--- src/hdl/tss_pkg.sv ---
// Shared types and constants of the TCP splice sequence rewriter.
`default_nettype none

package tss_pkg;

	// TCP option kinds and lengths that the option walk acts on.
	localparam logic [7:0] OPT_KIND_END    = 8'd0;
	localparam logic [7:0] OPT_KIND_PAD    = 8'd1;
	localparam logic [7:0] OPT_KIND_SACK   = 8'd5;
	localparam logic [7:0] OPT_KIND_TSTAMP = 8'd8;
	localparam logic [7:0] OPT_LEN_TSTAMP  = 8'd10;
	localparam logic [7:0] SACK_PAIR_LEN   = 8'd8;
	localparam logic [7:0] SACK_MIN_LEN    = 8'd10;

	// Fixed header positions.
	localparam logic [5:0] POS_SEQ_FIRST   = 6'd4;
	localparam logic [5:0] POS_ACK_FIRST   = 6'd8;
	localparam logic [5:0] POS_ACK_END     = 6'd12;
	localparam logic [5:0] POS_DATA_OFFSET = 6'd12;
	localparam logic [5:0] POS_FLAGS       = 6'd13;
	localparam logic [5:0] POS_OPTIONS     = 6'd20;
	localparam logic [5:0] POS_MAX         = 6'd63;
	localparam logic [3:0] MIN_HEADER_WORDS = 4'd5;

	// One accepted input beat.
	typedef struct packed {
		logic [7:0]  hdr_byte;
		logic        byte_last;
		logic        from_origin;
		logic [31:0] origin_seq_offset;
		logic [31:0] reverse_seq_offset;
		logic [31:0] origin_ts_offset;
		logic [31:0] reverse_ts_offset;
	} hdr_beat_t;

	// Group of up to four result bytes, left aligned, made from one input beat.
	typedef struct packed {
		logic        emit;
		logic [31:0] word;
		logic [2:0]  cnt;
		logic        last;
		logic        err;
	} res_group_t;

endpackage

`default_nettype wire

--- src/hdl/tss_in_if.sv ---
// Input channel: one TCP header byte per beat with direction and flow offsets.
`default_nettype none

interface tss_in_if;
	logic        valid;
	logic        ready;
	logic [7:0]  hdr_byte;
	logic        byte_last;
	logic        from_origin;
	logic [31:0] origin_seq_offset;
	logic [31:0] reverse_seq_offset;
	logic [31:0] origin_ts_offset;
	logic [31:0] reverse_ts_offset;

	modport source (
		output valid, hdr_byte, byte_last, from_origin, origin_seq_offset,
			reverse_seq_offset, origin_ts_offset, reverse_ts_offset,
		input ready
	);
	modport sink (
		input valid, hdr_byte, byte_last, from_origin, origin_seq_offset,
			reverse_seq_offset, origin_ts_offset, reverse_ts_offset,
		output ready
	);
endinterface

`default_nettype wire

--- src/hdl/tss_out_if.sv ---
// Output channel: one rewritten header byte per beat.
`default_nettype none

interface tss_out_if;
	logic       valid;
	logic       ready;
	logic [7:0] out_byte;
	logic       out_last;
	logic       options_error;

	modport source (
		output valid, out_byte, out_last, options_error,
		input ready
	);
	modport sink (
		input valid, out_byte, out_last, options_error,
		output ready
	);
endinterface

`default_nettype wire

--- src/hdl/tss_parser.sv ---
// Header parser: position tracking, option walk, field hold and 32-bit rewrite.
`default_nettype none

module tss_parser import tss_pkg::*; (
	input  wire logic       clk,
	input  wire logic       arst_n,
	input  wire hdr_beat_t  beat,
	input  wire logic       accept,
	output res_group_t      grp
);

	typedef enum logic [1:0] {
		PH_KIND = 2'd0,
		PH_LEN  = 2'd1,
		PH_BODY = 2'd2,
		PH_STOP = 2'd3
	} phase_t;

	typedef enum logic [1:0] {
		OP_NONE = 2'd0,
		OP_ADD  = 2'd1,
		OP_SUB  = 2'd2
	} rw_op_t;

	logic [5:0]  byte_cnt_q;
	logic [3:0]  hdr_words_q;
	logic        ack_seen_q;
	logic        syn_seen_q;
	phase_t      phase_q;
	logic [7:0]  opt_kind_q;
	logic [7:0]  opt_len_q;
	logic [5:0]  opt_pos_q;
	logic [31:0] hold_word_q;
	logic [1:0]  hold_cnt_q;
	logic        broken_q;

	logic [3:0]  hdr_words_d;
	logic        ack_seen_d;
	logic        syn_seen_d;
	phase_t      phase_d;
	logic [7:0]  opt_kind_d;
	logic [7:0]  opt_len_d;
	logic [5:0]  opt_pos_d;
	logic        broken_d;

	rw_op_t      op;
	logic [31:0] arg;
	logic [5:0]  hlen;
	logic [5:0]  remaining;
	logic [7:0]  rem_plus;
	logic [2:0]  sack_rest;
	logic [31:0] word_v;
	logic [31:0] word_rw;
	logic [31:0] word_al;
	logic [2:0]  k;
	logic [7:0]  b;
	logic        ts_opt;
	logic        sack_opt;

	// Parse step: select the rewrite operation and advance the option walk.
	always_comb begin
		b           = beat.hdr_byte;
		op          = OP_NONE;
		arg         = '0;
		hdr_words_d = hdr_words_q;
		ack_seen_d  = ack_seen_q;
		syn_seen_d  = syn_seen_q;
		phase_d     = phase_q;
		opt_kind_d  = opt_kind_q;
		opt_len_d   = opt_len_q;
		opt_pos_d   = opt_pos_q;
		broken_d    = broken_q;

		if (byte_cnt_q >= POS_SEQ_FIRST && byte_cnt_q < POS_ACK_FIRST) begin
			op  = beat.from_origin ? OP_ADD : OP_SUB;
			arg = beat.from_origin ? beat.origin_seq_offset : beat.reverse_seq_offset;
		end else if (byte_cnt_q >= POS_ACK_FIRST && byte_cnt_q < POS_ACK_END) begin
			op  = beat.from_origin ? OP_ADD : OP_SUB;
			arg = beat.from_origin ? beat.reverse_seq_offset : beat.origin_seq_offset;
		end else if (byte_cnt_q == POS_DATA_OFFSET) begin
			hdr_words_d = b[7:4];
		end else if (byte_cnt_q == POS_FLAGS) begin
			ack_seen_d = b[4];
			syn_seen_d = b[1];
		end

		hlen      = (hdr_words_q >= MIN_HEADER_WORDS) ? {hdr_words_q, 2'b00} : POS_OPTIONS;
		remaining = hlen - byte_cnt_q;
		rem_plus  = {2'b00, remaining} + 8'd1;
		// The SACK body is a whole number of edge pairs when the length ends in 2 mod 8.
		sack_rest = opt_len_q[2:0] - 3'd2;
		ts_opt    = (opt_kind_q == OPT_KIND_TSTAMP) &&
			(opt_len_q == OPT_LEN_TSTAMP);
		sack_opt  = (opt_kind_q == OPT_KIND_SACK) && !syn_seen_q &&
			(opt_len_q >= SACK_MIN_LEN) && (sack_rest == 3'd0);

		// Option area walk.
		if (byte_cnt_q >= POS_OPTIONS && byte_cnt_q < hlen && phase_q != PH_STOP) begin
			case (phase_q)
				PH_KIND: begin
					if (b == OPT_KIND_END) begin
						phase_d = PH_STOP;
					end else if (b == OPT_KIND_PAD) begin
						phase_d = PH_KIND;
					end else if (remaining < 6'd2) begin
						broken_d = 1'b1;
						phase_d  = PH_STOP;
					end else begin
						opt_kind_d = b;
						phase_d    = PH_LEN;
					end
				end
				PH_LEN: begin
					if (b < 8'd2 || b > rem_plus) begin
						broken_d = 1'b1;
						phase_d  = PH_STOP;
					end else begin
						opt_len_d = b;
						opt_pos_d = 6'd2;
						phase_d   = (b == 8'd2) ? PH_KIND : PH_BODY;
					end
				end
				default: begin
					if (ts_opt) begin
						if (opt_pos_q < 6'd6) begin
							op  = OP_SUB;
							arg = beat.from_origin ? beat.origin_ts_offset
								: beat.reverse_ts_offset;
						end else if (ack_seen_q) begin
							op  = OP_ADD;
							arg = beat.from_origin ? beat.reverse_ts_offset
								: beat.origin_ts_offset;
						end
					end else if (sack_opt) begin
						op  = beat.from_origin ? OP_ADD : OP_SUB;
						arg = beat.from_origin ? beat.reverse_seq_offset
							: beat.origin_seq_offset;
					end
					opt_pos_d = opt_pos_q + 6'd1;
					if ({2'b00, opt_pos_d} == opt_len_q) begin
						phase_d = PH_KIND;
					end
				end
			endcase
		end
	end

	// Result group: held bytes plus this byte, rewritten when a field completes.
	always_comb begin
		word_v  = {hold_word_q[23:0], b};
		k       = {1'b0, hold_cnt_q} + 3'd1;
		word_rw = (op == OP_ADD) ? word_v + arg : word_v - arg;
		case (k)
			3'd1:    word_al = {word_v[7:0], 24'd0};
			3'd2:    word_al = {word_v[15:0], 16'd0};
			3'd3:    word_al = {word_v[23:0], 8'd0};
			default: word_al = word_v;
		endcase
		grp.emit = (op == OP_NONE) || (k == 3'd4) || beat.byte_last;
		grp.word = (op != OP_NONE && k == 3'd4) ? word_rw : word_al;
		grp.cnt  = k;
		grp.last = beat.byte_last;
		grp.err  = beat.byte_last && broken_d;
	end

	// Held bytes carry no reset; only bytes written in this packet are sent.
	always_ff @(posedge clk) begin
		if (accept) begin
			hold_word_q <= word_v;
		end
	end

	// Per-packet state, cleared after the last byte.
	always_ff @(posedge clk or negedge arst_n) begin
		if (!arst_n) begin
			byte_cnt_q  <= '0;
			hdr_words_q <= '0;
			ack_seen_q  <= 1'b0;
			syn_seen_q  <= 1'b0;
			phase_q     <= PH_KIND;
			opt_kind_q  <= '0;
			opt_len_q   <= '0;
			opt_pos_q   <= '0;
			hold_cnt_q  <= '0;
			broken_q    <= 1'b0;
		end else if (accept) begin
			if (beat.byte_last) begin
				byte_cnt_q  <= '0;
				hdr_words_q <= '0;
				ack_seen_q  <= 1'b0;
				syn_seen_q  <= 1'b0;
				phase_q     <= PH_KIND;
				opt_kind_q  <= '0;
				opt_len_q   <= '0;
				opt_pos_q   <= '0;
				hold_cnt_q  <= '0;
				broken_q    <= 1'b0;
			end else begin
				if (byte_cnt_q != POS_MAX) begin
					byte_cnt_q <= byte_cnt_q + 6'd1;
				end
				hdr_words_q <= hdr_words_d;
				ack_seen_q  <= ack_seen_d;
				syn_seen_q  <= syn_seen_d;
				phase_q     <= phase_d;
				opt_kind_q  <= opt_kind_d;
				opt_len_q   <= opt_len_d;
				opt_pos_q   <= opt_pos_d;
				hold_cnt_q  <= grp.emit ? 2'd0 : k[1:0];
				broken_q    <= broken_d;
			end
		end
	end

endmodule

`default_nettype wire

--- src/hdl/tss_out_stage.sv ---
// Result register: holds one group of up to four bytes and sends them one per beat.
`default_nettype none

module tss_out_stage import tss_pkg::*; (
	input  wire logic       clk,
	input  wire logic       arst_n,
	input  wire res_group_t grp,
	input  wire logic       load,
	output logic            free,
	tss_out_if.source       res
);

	logic [31:0] word_q;
	logic [2:0]  cnt_q;
	logic        last_q;
	logic        err_q;
	logic        pop;
	logic        final_byte;

	// The register can take a new group when empty or when its last byte leaves now.
	assign final_byte        = (cnt_q == 3'd1);
	assign pop               = res.valid && res.ready;
	assign free              = (cnt_q == 3'd0) || (final_byte && res.ready);
	assign res.valid         = (cnt_q != 3'd0);
	assign res.out_byte      = word_q[31:24];
	assign res.out_last      = last_q && final_byte;
	assign res.options_error = err_q && final_byte;

	// Payload shifts left by one byte per beat taken.
	always_ff @(posedge clk) begin
		if (load) begin
			word_q <= grp.word;
			last_q <= grp.last;
			err_q  <= grp.err;
		end else if (pop) begin
			word_q <= {word_q[23:0], 8'd0};
		end
	end

	// Count of bytes still to send.
	always_ff @(posedge clk or negedge arst_n) begin
		if (!arst_n) begin
			cnt_q <= '0;
		end else if (load) begin
			cnt_q <= grp.cnt;
		end else if (pop) begin
			cnt_q <= cnt_q - 3'd1;
		end
	end

endmodule

`default_nettype wire

--- src/hdl/tcp_splice_seq_rewriter.sv ---
// Top level of the TCP splice sequence and option rewriter.
//
//   channel | dir | beat payload
//   --------+-----+--------------------------------------------------------
//   hdr     | in  | hdr_byte, byte_last, from_origin, four 32-bit offsets
//   res     | out | out_byte, out_last, options_error
//
// Each input byte is parsed in the cycle it is accepted; the group of zero to
// four bytes it yields sits in the result register from the next cycle and
// leaves at one byte per beat. A byte that only joins a held field is taken
// even while a group drains, so aligned 32-bit fields keep one byte per cycle
// while res does not stall. A byte that makes a group waits until the last byte
// of the previous group leaves, so a group right behind a four-byte group stalls
// hdr while that group drains. Reset clears the parse state and empties the result
// register. A stall on res holds the group and back-pressures hdr.
`default_nettype none

module tcp_splice_seq_rewriter import tss_pkg::*; (
	input  wire logic clk,
	input  wire logic arst_n,
	tss_in_if.sink    hdr,
	tss_out_if.source res
);

	hdr_beat_t  beat;
	res_group_t grp;
	logic       free;
	logic       accept;

	// Gather the input payload.
	always_comb begin
		beat.hdr_byte           = hdr.hdr_byte;
		beat.byte_last          = hdr.byte_last;
		beat.from_origin        = hdr.from_origin;
		beat.origin_seq_offset  = hdr.origin_seq_offset;
		beat.reverse_seq_offset = hdr.reverse_seq_offset;
		beat.origin_ts_offset   = hdr.origin_ts_offset;
		beat.reverse_ts_offset  = hdr.reverse_ts_offset;
	end

	// A beat that produces no bytes never needs room in the result register.
	assign hdr.ready = free || !grp.emit;
	assign accept    = hdr.valid && hdr.ready;

	tss_parser u_parser (
		.clk    (clk),
		.arst_n (arst_n),
		.beat   (beat),
		.accept (accept),
		.grp    (grp)
	);

	tss_out_stage u_out (
		.clk    (clk),
		.arst_n (arst_n),
		.grp    (grp),
		.load   (accept && grp.emit),
		.free   (free),
		.res    (res)
	);

endmodule

`default_nettype wire

--- src/flat_wrapper.sv ---
// flat-port wrapper written by rule: the top's interface ports become plain ports
module tcp_splice_seq_rewriter_flat import tss_pkg::*;
  (clk, arst_n, hdr_valid, hdr_hdr_byte, hdr_byte_last, hdr_from_origin, hdr_origin_seq_offset, hdr_reverse_seq_offset, hdr_origin_ts_offset, hdr_reverse_ts_offset, hdr_ready, res_valid, res_out_byte, res_out_last, res_options_error, res_ready);
  tss_in_if hdr_i ();
  tss_out_if res_i ();
  input  wire logic clk;
  input  wire logic arst_n;
  input wire logic [$bits(hdr_i.valid)-1:0] hdr_valid;
  input wire logic [$bits(hdr_i.hdr_byte)-1:0] hdr_hdr_byte;
  input wire logic [$bits(hdr_i.byte_last)-1:0] hdr_byte_last;
  input wire logic [$bits(hdr_i.from_origin)-1:0] hdr_from_origin;
  input wire logic [$bits(hdr_i.origin_seq_offset)-1:0] hdr_origin_seq_offset;
  input wire logic [$bits(hdr_i.reverse_seq_offset)-1:0] hdr_reverse_seq_offset;
  input wire logic [$bits(hdr_i.origin_ts_offset)-1:0] hdr_origin_ts_offset;
  input wire logic [$bits(hdr_i.reverse_ts_offset)-1:0] hdr_reverse_ts_offset;
  output wire logic [$bits(hdr_i.ready)-1:0] hdr_ready;
  output wire logic [$bits(res_i.valid)-1:0] res_valid;
  output wire logic [$bits(res_i.out_byte)-1:0] res_out_byte;
  output wire logic [$bits(res_i.out_last)-1:0] res_out_last;
  output wire logic [$bits(res_i.options_error)-1:0] res_options_error;
  input wire logic [$bits(res_i.ready)-1:0] res_ready;
  assign hdr_i.valid = hdr_valid;
  assign hdr_i.hdr_byte = hdr_hdr_byte;
  assign hdr_i.byte_last = hdr_byte_last;
  assign hdr_i.from_origin = hdr_from_origin;
  assign hdr_i.origin_seq_offset = hdr_origin_seq_offset;
  assign hdr_i.reverse_seq_offset = hdr_reverse_seq_offset;
  assign hdr_i.origin_ts_offset = hdr_origin_ts_offset;
  assign hdr_i.reverse_ts_offset = hdr_reverse_ts_offset;
  assign hdr_ready = hdr_i.ready;
  assign res_valid = res_i.valid;
  assign res_out_byte = res_i.out_byte;
  assign res_out_last = res_i.out_last;
  assign res_options_error = res_i.options_error;
  assign res_i.ready = res_ready;
  tcp_splice_seq_rewriter u_core (.clk(clk), .arst_n(arst_n), .hdr(hdr_i), .res(res_i));
endmodule
--- config.mk ---
export PLATFORM = sky130hd
export DESIGN_NAME = tcp_splice_seq_rewriter_flat
export DESIGN_NICKNAME = d
export VERILOG_FILES = /design/src/hdl/tss_pkg.sv /design/src/hdl/tss_in_if.sv /design/src/hdl/tss_out_if.sv /design/src/hdl/tss_parser.sv /design/src/hdl/tss_out_stage.sv /design/src/hdl/tcp_splice_seq_rewriter.sv /design/src/flat_wrapper.sv
export SDC_FILE = /design/constraint.sdc
export NUM_CORES = 1
export LEC_CHECK = 0
export BUFFER_PORTS_ARGS = -buffer_cell sky130_fd_sc_hd__buf_4
export CORE_MARGIN = 2
export CORE_UTILIZATION = 64
export CTS_CLUSTER_SIZE = 10
export DETAILED_ROUTE_END_ITERATION = 16
export GPL_TIMING_DRIVEN = 0
export HOLD_SLACK_MARGIN = 0.02
export MAX_ROUTING_LAYER = met4
export PLACE_DENSITY = 0.95
export SLEW_MARGIN = 10
export SYNTH_ARGS = -nofsm -noshare
export SYNTH_HDL_FRONTEND = slang
export SYNTH_SLANG_ARGS = --single-unit
--- constraint.sdc ---
create_clock -name clk -period 17 [get_ports clk]
set_input_delay 3.4 -clock clk [delete_from_list [all_inputs] [get_ports clk]]
set_output_delay 3.4 -clock clk [all_outputs]
set_load 0.1 [all_outputs]
==> results by group <==
Setup path
  – Critical-path top delay cell: buf_1
  – Crit path top cell by count: o21ai_0
  – CP top delay family: compound AO/OA/AOI/OAI gates
  – CP Launch Type: input port
  – Crit path buf inv count: 6
  – Crit path DAT: 9.62 ns
  – Setup CP Type: input port to register
  – Crit path max fanout: 10
  – Crit-path max cell delay: 0.53 ns
  – Worst EP required: 17.10 ns
  – CP endpoint kind: register

Power and ir drop
  – P_int: 1080 µW
  – Pwr/cell area: 181 nW/µm²
  – Reg power frac: 20.9%
  – Sw power: 1110 µW
  – Switching share of total power: 50.7%
  – Combinational share of power: 68.2%
  – Leakage power total: 0.00482 µW
  – Clk pwr share: 10.9%
  – Max VDD drop: 0.124 mV

Cells and area
  – Syn-to-layout area delta: 17.1%
  – Fill count: 1132
  – Final nets: 1586
  – Layout cells sized above 1: 17.2%
  – Commonest cells after routing, fill and taps aside: 161 x buf_4, 110 x nor2_1, 105 x nand2_1
  – ANT cells: 0
  – Commonest non-fill, non-tap cell in the layout: buf_4

Place
  – DP HPWL: 27700 µm
  – RePlAce Congestion: 1.01
  – Port bufs: 153

Yosys
  – Post-synthesis compound-gate area fraction: 32.3%
  – Post-synth EDFFs: 58
  – Ys async rst share: 42.0%
  – Post-Syn Area: 10300 µm²
  – Post-synthesis simple-gate area fraction: 16.6%
  – Mux contribution to synthesized area: 5.23%
  – Syn Inst Count: 1219
  – Xor and xnor area share after synthesis: 6.46%
  – Syn_area_per_cell: 8.46 µm²
  – Combinational family with the most area after synthesis: compound AO/OA/AOI/OAI gates
  – Register area share after synthesis: 27.1%
  – Synth Net Count: 1422
  – Synth cell types: 74
  – Synth Area in Adders: 7.47%
  – Synth warn: 0
  – Predominant post-synthesis flop cell: edfxtp_1
  – Flip-flop and latch count after synthesis: 100

Clocking
  – Worst-path clk slew: 0.08 ns
  – # resized after CTS: 0
  – # hold bufs at CTS: 0
  – Sink Count: 100
  – Setup Fix Bufs, Post-CTS: 0
  – Clk_lat worst skew: 0.36 ns
  – # H-tree levels: 3
  – CTS root buffer: clkbuf_16
  – CTS Buffer Depth: 2
  – CTS tree: yes
  – Total CTS buffers: 9

STA
  – Final Hold Viols: 0
  – Fin crit share: 56.0%
  – Worst hold margin: 0.515 ns
  – Setup TNS: 0 ns
  – Unrepaired setup endpoints after global routing: no
  – Worst-Margin Slew: 1.15 ns
  – Slew HR: 22.5%
  – F_max: 0.105 GHz
  – Final min period: 9.52 ns
  – Worst Skew: 0.0130 ns
  – Final slew viol count: 0
  – Final Setup Violations: 0

Global routing
  – Vias in the first global route: 11300
  – Initial antenna violation count: 0
  – Total gr overflow: 0
  – Largest net degree at the start of global routing: 43
  – All-Layer GR Usage: 44.3%
  – First-pass GRT wire length: 57100 µm

Floorplanning
  – Core area: 15800 µm²
  – Die Y: 131 µm
  – Std-Cell Rows: 46
  – Initial Utilization: 65.1%
  – # IOs: 154
  – Die Area: 17100 µm²
  – Die W: 131 µm

Detailed routing
  – Antenna-violating nets left: 0
  – WL final: 37100 µm
  – Vias: 11800
  – Initial DRC count: 1745
  – Wire per inst: 23.1 µm
  – Post-route DRC violation count: 0
  – Drt pass-1 iters: 9
  – Via density per instance: 7.38

Job
  – Max_cap viols: 0

Worst hold path
  – Hold Crit Class: register to register

Status
  – Status: finished clean
==> per-stage QoR <==
step / setup slack (ns) / instances / power, µW / util (%) / area, µm²
global placement: 7.26 / 1588 / 1830 / 74.1 / 11700
CTS: 7.57 / 1604 / 2140 / 76.3 / 12100
finish: 7.48 / 1604 / 2190 / 76.3 / 12100
detailed placement: 7.22 / 1588 / 1890 / 74.1 / 11700
global route: 7.01 / 1604 / 2320 / 76.3 / 12100
floorplan: 8.63 / 1219 / 1530 / - / 10300
==> per-layer routing <==
metal	GRT usage, %	up-vias	routed length, µm
met4	26.2	0	2580
met3	12.9	275	5070
li1	-	5103	-
met2	69.4	1068	16500
met5	-	-	0
met1	50.4	5394	12900
==> worst register-to-register path, cell delays in order, from the launching register on <==
cell,delay [ns]
dfrtp_1,0.43
a21oi_1,0.06
or2_2,0.27
ha_1,0.39
a211oi_1,0.11
o21a_1,0.26
or4b_1,0.58
nor2_1,0.52
clkbuf_1,0.53
o31ai_1,0.18
o21ai_1,0.27
clkbuf_1,0.45
a21oi_1,0.22
fa_1,0.47
a21o_1,0.17
a21o_1,0.21
a2111oi_0,0.63
o211ai_1,0.19
a31oi_1,0.36
a211oi_1,0.18
o41ai_1,0.43
o21ai_0,0.26
xor2_1,0.19
o21ai_0,0.27
o21ai_0,0.12
==> power groups by stage <==
stage                     Sequential (µW)  Clock (µW)  Combinational (µW)
final                                 456         238                1490
after global placement                450           0                1380
after floorplan                       429           0                1100
after CTS                             452         237                1450
after global routing                  465         246                1610
after detailed placement              455           0                1430
==> cell families after synthesis <==
group                      Yosys count
and+or+nand+nor                    356
xor gates and xnor gates            76
DFF                                100
adders and majority gates           61
AOI/OAI and AO/OA                  458
buffers and inverters              118
muxes                               50
==> layout make-up <==
type	count	area, µm²	share of cell area (%)
Sequential cell	100	2790	23.1
Inverter	29	109	0.901
Multi-Input combinational cell	1001	7020	58.1
Tap cell	216	270	2.24
Timing Repair Buffer	153	1150	9.51
Buffer	89	392	3.24
Clock inverter	6	105	0.870
Clock buffer	10	239	1.98
==> synthesized netlist by cell type (all sizes together) (23+ instances only) <==
master / number / area [µm²]
nand3: 27 / 135
clkbuf: 57 / 214
xnor2: 41 / 359
o21ai: 84 / 420
edfxtp: 58 / 1740
ha: 60 / 751
nand2: 106 / 398
a221o: 23 / 230
mux2: 31 / 349
a21oi: 78 / 390
a221oi: 98 / 858
buf: 32 / 176
inv: 28 / 105
dfrtp: 42 / 1050
xor2: 35 / 307
nor2: 111 / 419
==> worst paths after layout <==
| kind | from | to | slack, ns | cells past startpoint |
|---|---|---|---|---|
| max | hdr_from_origin | u_core.u_out.word_q[28]$_DFFE_PP_ | 7.48 | 25 |
| min | u_core.u_parser.opt_kind_q[6]$_DFFE_PN0P_ | u_core.u_parser.opt_kind_q[6]$_DFFE_PN0P_ | 0.52 | 1 |
| max reg2reg | u_core.u_parser.hdr_words_q[3]$_DFFE_PN0P_ | u_core.u_out.word_q[28]$_DFFE_PP_ | 9.01 | 24 |
| min reg2reg | u_core.u_parser.opt_kind_q[6]$_DFFE_PN0P_ | u_core.u_parser.opt_kind_q[6]$_DFFE_PN0P_ | 0.52 | 1 |
| max in group asynchronous | arst_n | u_core.u_parser.byte_cnt_q[4]$_DFFE_PN0P_ | 13.58 | 1 |
| min in group asynchronous | arst_n | u_core.u_parser.opt_pos_q[0]$_DFFE_PN0P_ | 3.02 | 1 |
==> flip-flops by register name (all words and copies together) (netlist names) <==
signal / cells
u_core.u_out.err_q: 1
u_core.u_parser.hdr_words_q: 4
u_core.u_parser.opt_kind_q: 8
u_core.u_out.cnt_q: 3
u_core.u_parser.syn_seen_q: 1
u_core.u_parser.broken_q: 1
u_core.u_parser.hold_word_q: 24
u_core.u_parser.opt_len_q: 8
u_core.u_parser.phase_q: 2
u_core.u_out.last_q: 1
u_core.u_parser.byte_cnt_q: 6
u_core.u_parser.ack_seen_q: 1
u_core.u_out.word_q: 32
u_core.u_parser.opt_pos_q: 6
u_core.u_parser.hold_cnt_q: 2
No activity file was read; power rests on OpenSTA's default activity.
